===== config.mk =====
export PLATFORM = sky130hd
export DESIGN_NAME = five_button_debounce_event
export DESIGN_NICKNAME = d
export VERILOG_FILES = /design/src/hw/rtl/fbde_pkg.sv /design/src/hw/rtl/five_button_debounce_event.sv
export SDC_FILE = /design/constraint.sdc
export NUM_CORES = 1
export LEC_CHECK = 0
export BUFFER_PORTS_ARGS = -buffer_cell sky130_fd_sc_hd__buf_2
export CELL_PAD_IN_SITES_DETAIL_PLACEMENT = 0
export CELL_PAD_IN_SITES_GLOBAL_PLACEMENT = 2
export CORE_UTILIZATION = 38
export DETAILED_ROUTE_END_ITERATION = 12
export PLACE_DENSITY_LB_ADDON = 0.1
export SLEW_MARGIN = 30
export SYNTH_ARGS = -nofsm -noshare
export SYNTH_HDL_FRONTEND = slang
export SYNTH_SLANG_ARGS = --single-unit

===== constraint.sdc =====
create_clock -name clk -period 3.5 [get_ports clk]
set_input_delay 0.7 -clock clk [delete_from_list [all_inputs] [get_ports clk]]
set_output_delay 0.7 -clock clk [all_outputs]
set_load 0.03 [all_outputs]

===== src/hw/rtl/fbde_pkg.sv =====
`default_nettype none

package fbde_pkg;

	localparam int BUTTON_COUNT = 5;
	localparam int COUNT_WIDTH = 16;
	localparam int PERIOD_WIDTH = 16;
	localparam int CMP_WIDTH = (COUNT_WIDTH > PERIOD_WIDTH) ? COUNT_WIDTH : PERIOD_WIDTH;
	localparam int CODE_WIDTH = $clog2(BUTTON_COUNT + 2);

	localparam logic [PERIOD_WIDTH-1:0] PERIOD_RESET = PERIOD_WIDTH'(30);

	localparam logic [CODE_WIDTH-1:0] EV_NONE = '0;
	localparam logic [CODE_WIDTH-1:0] EV_CONFLICT = CODE_WIDTH'(BUTTON_COUNT + 1);

	typedef logic [BUTTON_COUNT-1:0] btn_t;
	typedef logic [COUNT_WIDTH-1:0] count_t;
	typedef logic [PERIOD_WIDTH-1:0] period_t;
	typedef logic [CODE_WIDTH-1:0] code_t;

	// none, lowest set button (bit k reports k+1), or conflict
	function automatic code_t event_for(btn_t snap);
		code_t first;
		int n;
		first = EV_NONE;
		n = 0;
		for (int i = BUTTON_COUNT - 1; i >= 0; i--) begin
			if (snap[i]) begin
				first = CODE_WIDTH'(i + 1);
				n = n + 1;
			end
		end
		if (n == 0) begin
			return EV_NONE;
		end else if (n > 1) begin
			return EV_CONFLICT;
		end
		return first;
	endfunction

endpackage

`default_nettype wire


===== src/hw/rtl/five_button_debounce_event.sv =====
`default_nettype none

// Restart-timer debounce for five active-low buttons with a one-shot event read.
// Each input transaction is one tick: button levels, falling-edge flags and a
// read strobe. An edge marks its button pending and restarts the window; once
// debounce_period edge-free ticks have passed, pending buttons still held low
// become confirmed. A tick with read_event set yields one output transaction:
// none, the single confirmed button, or conflict, taken from the confirmed set
// as it stood before that tick, and clears that set. Ticks are accepted one per
// cycle while the input is not stalled; each tick is held in the input register
// and a read tick's event is then registered in the output register. Input
// stalls only when a read tick sits in the input register while an undelivered
// event blocks the output register. Write debounce_period only while idle.
module five_button_debounce_event (
	input  wire logic                          clk,
	input  wire logic                          arst_n,
	input  wire logic                          cfg_wr_en,
	input  wire fbde_pkg::period_t             cfg_wr_data,
	input  wire logic                          in_valid,
	output logic                               in_stall,
	input  wire fbde_pkg::btn_t                pin_levels,
	input  wire fbde_pkg::btn_t                falling_edges,
	input  wire logic                          read_event,
	output logic                               out_valid,
	input  wire logic                          out_stall,
	output fbde_pkg::code_t                    event_code
);

	fbde_pkg::period_t period_q;
	fbde_pkg::btn_t    pending_q;
	fbde_pkg::btn_t    confirmed_q;
	fbde_pkg::count_t  count_q;
	logic              running_q;

	logic              valid_s1;
	fbde_pkg::btn_t    pins_s1;
	fbde_pkg::btn_t    edges_s1;
	logic              rd_s1;

	logic              adv_s1;
	fbde_pkg::btn_t    pending_d;
	fbde_pkg::btn_t    confirmed_d;
	fbde_pkg::count_t  count_d;
	logic              running_d;
	fbde_pkg::count_t  count_inc;

	// hold a read tick while the previous event is still waiting
	assign adv_s1 = valid_s1 && !(rd_s1 && out_valid && out_stall);
	assign in_stall = valid_s1 && !adv_s1;

	always_comb begin
		pending_d = pending_q;
		confirmed_d = rd_s1 ? '0 : confirmed_q;
		count_d = count_q;
		running_d = running_q;
		count_inc = (count_q == '1) ? count_q : count_q + 1'b1;
		if (edges_s1 != '0) begin
			pending_d = pending_q | edges_s1;
			count_d = '0;
			running_d = 1'b1;
		end else if (running_q) begin
			count_d = count_inc;
			if (fbde_pkg::CMP_WIDTH'(count_inc) >= fbde_pkg::CMP_WIDTH'(period_q)) begin
				confirmed_d = confirmed_d | (pending_q & ~pins_s1);
				pending_d = '0;
				running_d = 1'b0;
			end
		end
	end

	always_ff @(posedge clk or negedge arst_n) begin
		if (!arst_n) begin
			period_q <= fbde_pkg::PERIOD_RESET;
		end else if (cfg_wr_en) begin
			period_q <= cfg_wr_data;
		end
	end

	always_ff @(posedge clk or negedge arst_n) begin
		if (!arst_n) begin
			valid_s1 <= 1'b0;
		end else if (!in_stall) begin
			valid_s1 <= in_valid;
		end
	end

	always_ff @(posedge clk) begin
		if (in_valid && !in_stall) begin
			pins_s1 <= pin_levels;
			edges_s1 <= falling_edges;
			rd_s1 <= read_event;
		end
	end

	always_ff @(posedge clk or negedge arst_n) begin
		if (!arst_n) begin
			pending_q <= '0;
			confirmed_q <= '0;
			count_q <= '0;
			running_q <= 1'b0;
		end else if (adv_s1) begin
			pending_q <= pending_d;
			confirmed_q <= confirmed_d;
			count_q <= count_d;
			running_q <= running_d;
		end
	end

	always_ff @(posedge clk or negedge arst_n) begin
		if (!arst_n) begin
			out_valid <= 1'b0;
		end else if (adv_s1 && rd_s1) begin
			out_valid <= 1'b1;
		end else if (!out_stall) begin
			out_valid <= 1'b0;
		end
	end

	always_ff @(posedge clk) begin
		if (adv_s1 && rd_s1) begin
			event_code <= fbde_pkg::event_for(confirmed_q);
		end
	end

endmodule

`default_nettype wire


Yosys cells after proc, flatten, opt, wreduce, memory -nomap -nowiden
Cells that the tools add are included.
{"block": "op_classes", "reduce_logical": 15, "eq_ne": 2, "n_bitwise": 4, "mux": 36, "order_cmp": 2, "n_addsub": 5}
{"cell": "two-way mux 32 bit", "count": 9}
{"cell": "adder 32 x 2 -> 32 bit (second input constant)", "count": 4}
{"cell": "two-way mux 16 bit", "count": 3}
{"cell": "two-way mux 5 bit", "count": 7}
{"cell": "> comparator 32 x 2 -> 1 bit (second input constant)", "count": 1}
{"cell": "zero test 32 bit", "count": 1}
{"cell": "two-way mux 3 bit", "count": 8}
{"cell": "adder 16 x 1 -> 16 bit (second input constant)", "count": 1}
{"cell": "equality test 16 bit (second input constant)", "count": 1}
{"cell": ">= comparator 16 bit", "count": 1}
{"cell": "bitwise OR 5 bit", "count": 2}
{"cell": "two-way mux 1 bit", "count": 9}
{"cell": "logical AND 1 bit", "count": 6}
{"cell": "AND 5 bit", "count": 1}
{"cell": "NOT 5 bit", "count": 1}
{"cell": "nonzero test 5 bit", "count": 1}
{"cell": "nonzero test 2 bit", "count": 2}
{"cell": "zero test 1 bit", "count": 3}
{"cell": "AND reduction 3 bit", "count": 1}
{"cell": "!= test 2 x 1 -> 1 bit (second input constant)", "count": 1}
{"cell": "AND reduction 2 bit", "count": 1}
{"block": "word_totals", "ff_bits": 59, "wordCells": 75, "output_inout_bits": 5, "input_bits": 32}

Longest topological paths before layout
{"block": "depth", "word_depth": 23, "ltp_mapped": 12, "mapped_depth_nobuf": 12}

Least setup slack after synthesis
OpenSTA, ideal clock, no wires.
{"block": "synth_path", "kind": "reg2reg", "startpoint": "register count_q[0]", "endpoint": "register confirmed_q[1]", "arrival_ns": 2.914, "setup_slack_ns": 0.519, "stages_incl_launch_ff": 12, "path_buffers": 0, "setup_time_ns": 0.068, "period_less_slack_ns": 2.981, "required_ns": 3.432, "cell_sequence": "dfrtp_1 -> ha_1 -> and3_1 -> nand4_2 -> nor3_1 -> mux2_2 -> ha_1 -> and4_1 -> nand3_1 -> a221o_1 -> a31oi_4 -> a32o_1"}
{"block": "synth_via", "elab_chain_cells": 6, "word_cells_on_any_way": 7, "cone_classes": "add/sub (1); order compare (1); eq/ne (1); mux (4)"}
{"item": "from (decl)", "line_no": "five_button_debounce_event.sv:32", "source": "fbde_pkg::count_t count_q;"}
{"item": "from (signal assigned)", "line_no": "five_button_debounce_event.sv:104", "source": "count_q <= count_d;"}
{"item": "adder 16 x 1 -> 16 bit or equality test 16 bit (tied branches)", "line_no": "five_button_debounce_event.sv:56", "source": "count_inc = (count_q == '1) ? count_q : count_q + 1'b1;"}
{"item": "two-way mux 16 bit (*)", "line_no": "five_button_debounce_event.sv:56"}
{"item": ">= comparator 16 bit (*)", "line_no": "five_button_debounce_event.sv:63", "source": "if (fbde_pkg::CMP_WIDTH'(count_inc) >= fbde_pkg::CMP_WIDTH'(period_q)) begin"}
{"item": "two-way mux 5 bit (*)", "line_no": "five_button_debounce_event.sv:63"}
{"item": "two-way mux 5 bit (*)", "line_no": "five_button_debounce_event.sv:61", "source": "end else if (running_q) begin"}
{"item": "two-way mux 5 bit (*)", "line_no": "five_button_debounce_event.sv:57", "source": "if (edges_s1 != '0) begin"}
{"item": "to (signal assigned)", "line_no": "five_button_debounce_event.sv:103", "source": "confirmed_q <= confirmed_d;"}
{"item": "to (decl)", "line_no": "five_button_debounce_event.sv:31", "source": "fbde_pkg::btn_t confirmed_q;"}
Mark *: on every way between the ends. The rest lies on a longest branch, timed or not.
A chain may end at the register's enable or synchronous reset.

Worst setup path after layout
{"block": "layout_path", "startpoint": "register count_q[0]", "endpoint": "register confirmed_q[4]"}
Same word-level chain as after synthesis.

==> out/summary.txt <==
Worst Tran Pin Value = 0.693 ns
Synth top area share = 29.6%
GRT Max-Usage Layer = met2
Grt met2 use = 28.1%
RSZ-0062 raised after global routing = no
Antenna violations before repair = 0
Worst Setup Start Kind = register
Met1 usage = 20.8%
Number of global-route vias before repair = 2563
Largest net degree at the start of global routing = 46
Total nets after synthesis = 408
Yosys warnings = 0
Slew Limit Fails = 0
Layout cells sized above 1 = 20.5%
1st-iter DRT viols = 43
Max Fclk = 310 MHz
Worst-path maximum fanout = 10
Setup crit end kind = register
Post-route antenna net violation count = 0
CTS Sinks = 59
Worst path max stage delay = 0.42 ns
Cell Area, Synth = 3460 um^2
Final GP Congestion = 0.765
HP Class = in2async
LEAKAGE = 1.81 nW
Worst-path clk slew = 0.07 ns
Hold WS = 0.366 ns
Die Ht = 97.5 um
GRT Util Overall = 16.6%
Root Driver = clkbuf_8
Ys flop type = dfrtp_1
Asr flop ratio synth = 76.3%
Final nets = 445
Via density = 5.14
Port buffer count = 36
EDFF count, synth = 14
First-pass GRT wire length = 12.3 mm
Area of the core = 8760 um^2
Setup TNS Final = 0 ns
# diodes = 0
Seq/Total Area, Yosys = 44.8%
Hold Fails Final Rpt = 0
Commonest non-fill, non-tap cell in the layout = dfrtp_1
Setup CP Type = reg2reg
Final setup viols = 0
Area growth syn-to-layout = 13.7%
Worst vdd ir = 0.156 mV
CP top delay family = compound AO/OA/AOI/OAI gates
Final WL = 7.48 mm
Top cells by area, synth = dfrtp_1 30%, edfxtp_1 12%, ha_1 8.3%, o21ai_0 4.3%, nand2_1 4.2%
Max-cap viol count = 0
Die width = 97.5 um
Fill cells = 887
Tcrit/Tclk final = 92.1%
Area after DPL = 3730 um^2
Syn avg cell area = 9.81 um^2
Multi-input logic area = 1720 um^2
Status = completed
GRT overflow = 0
Clk buf depth = 2
Dpl cells = 487
WP data required = 3.77 ns
CTS Buf Count = 9
Met3 Usage GRT = 3.88%
CTS tree = built
Fin Clk Skew = 0.0123 ns
H-tree depth = 3
DPL Wire Length = 5.59 mm
Relative slew slack = 53.8%
Register bit count reported by yosys = 59
Crit path max-delay cell type = dfrtp_1
Pwr Density = 389 nW/um^2
Routed length per placed instance = 14.9 um
R2r setup slk = 0.28 ns
Reg area = 1550 um^2
Synth area leader = dfrtp_1
Critical path arrival = 3.49 ns
DRC = 0
Post-route insts no fill = 503
Cell row count = 34
Finished Cell Area = 3940 um^2
Unique masters post-synth = 61
Final min period = 3.22 ns
Die area = 9500 um^2
Post-Syn Instances = 353
Drt pass-1 iters = 4
Clock latency on the worst-skew pair = 0.34 ns
Vias = 2583
Initial cell density of the core = 39.5%
CP bufs+invs = 0
# IOs = 37
Most frequent cells in the layout = 41 x dfrtp_1, 39 x nand2_1, 35 x buf_2
CP Cell Sequence = ha_1, nand3_1, nor4_4, a21oi_1, xnor2_1, ha_1, and4_1, nand3_1, a221o_1, a31oi_4, a32o_1
[worst paths after layout]
check / start / to / depth (start not counted)
worst max-delay path: count_q[0] / confirmed_q[4] / 11
worst min-delay path: arst_n / out_valid / 1
worst max register to register: count_q[0] / confirmed_q[4] / 11
worst min register to register: pending_q[1] / pending_q[1] / 2
max in group asynchronous: arst_n / running_q / 1
min in group clk: pending_q[1] / pending_q[1] / 2
[cell usage after synthesis (all sizes together), types with 3 or more instances]
| cell | count |
|---|---|
| nand2 | 40 |
| and4 | 5 |
| a211oi | 3 |
| inv | 32 |
| edfxtp | 14 |
| dfrtp | 41 |
| buf | 6 |
| a32o | 5 |
| dfstp | 4 |
| a21oi | 27 |
| o21ai | 33 |
| ha | 23 |
| nor2 | 18 |
| xnor2 | 8 |
| nor3 | 10 |
| nand3 | 12 |
| clkbuf | 7 |
| a22o | 4 |
| a31oi | 7 |
| a21o | 6 |
| xor2 | 7 |
| mux2 | 4 |
| and2 | 4 |
| nand4 | 6 |
[final cells by class]
type	instances	area share [%]
Clock inverter	6	2.03
Timing Repair Buffer	39	5.21
Multi-Input combinational cell	249	43.6
Inverter	32	3.05
Tap cell	108	3.43
Sequential cell	59	39.4
Clock buffer	10	3.24
[sequential cells by signal, summed over array words and instances, names as in the netlist]
register,count
count_q,16
period_q,16
confirmed_q,5
edges_s1,5
pending_q,5
pins_s1,5
event_code,3
out_valid,1
rd_s1,1
running_q,1
valid_s1,1
[report_power, final]
group | total (W) | internal, W | switching [W]
clock | 0.000669 | 0.000395 | 0.000274
combinational | 0.000115 | 0.0000402 | 0.0000749
sequential | 0.000749 | 0.000737 | 0.0000116
[cells by family (layout without fill, tap and decap cells)]
| family | Yosys count | in the layout | share of synthesized area, % |
|---|---|---|---|
| adders and majority gates | 23 | 23 | 8.31 |
| and+or+nand+nor | 108 | 108 | 17.2 |
| muxes | 5 | 5 | 1.59 |
| xor gates and xnor gates | 15 | 15 | 3.79 |
| buffers and inverters | 45 | 87 | 5.71 |
| DFF | 59 | 59 | 44.8 |
| AOI/OAI and AO/OA | 98 | 98 | 18.6 |
[per-stage QoR]
| step | util [%] | total power, W | setup WS (ns) |
|---|---|---|---|
| 4_1_cts | 44.9 | 0.00156 | 0.160 |
| 2_1_floorplan | - | 0.000825 | 0.519 |
| 3_5_place_dp | 42.5 | 0.000880 | 0.180 |
| 6_report | 44.9 | 0.00153 | 0.278 |
| 5_1_grt | 44.9 | 0.00161 | 0.0528 |
| 3_3_place_gp | 42.5 | 0.000878 | 0.266 |
[layer usage]
layer | share of wire (%) | vias to the layer above
met3 | 3.0 | 7
met2 | 48 | 31
li1 | - | 1334
met1 | 48 | 1211
met5 | 0 | -
met4 | 1.1 | 0
[repair_timing]
action | in CTS | in global routing
hold buffers | 0 | 0
setup buffers | 0 | 0
endpoints found under the setup margin | 0 | 1
gates resized for setup | 0 | 1
Power figures use the tool's default switching activity.
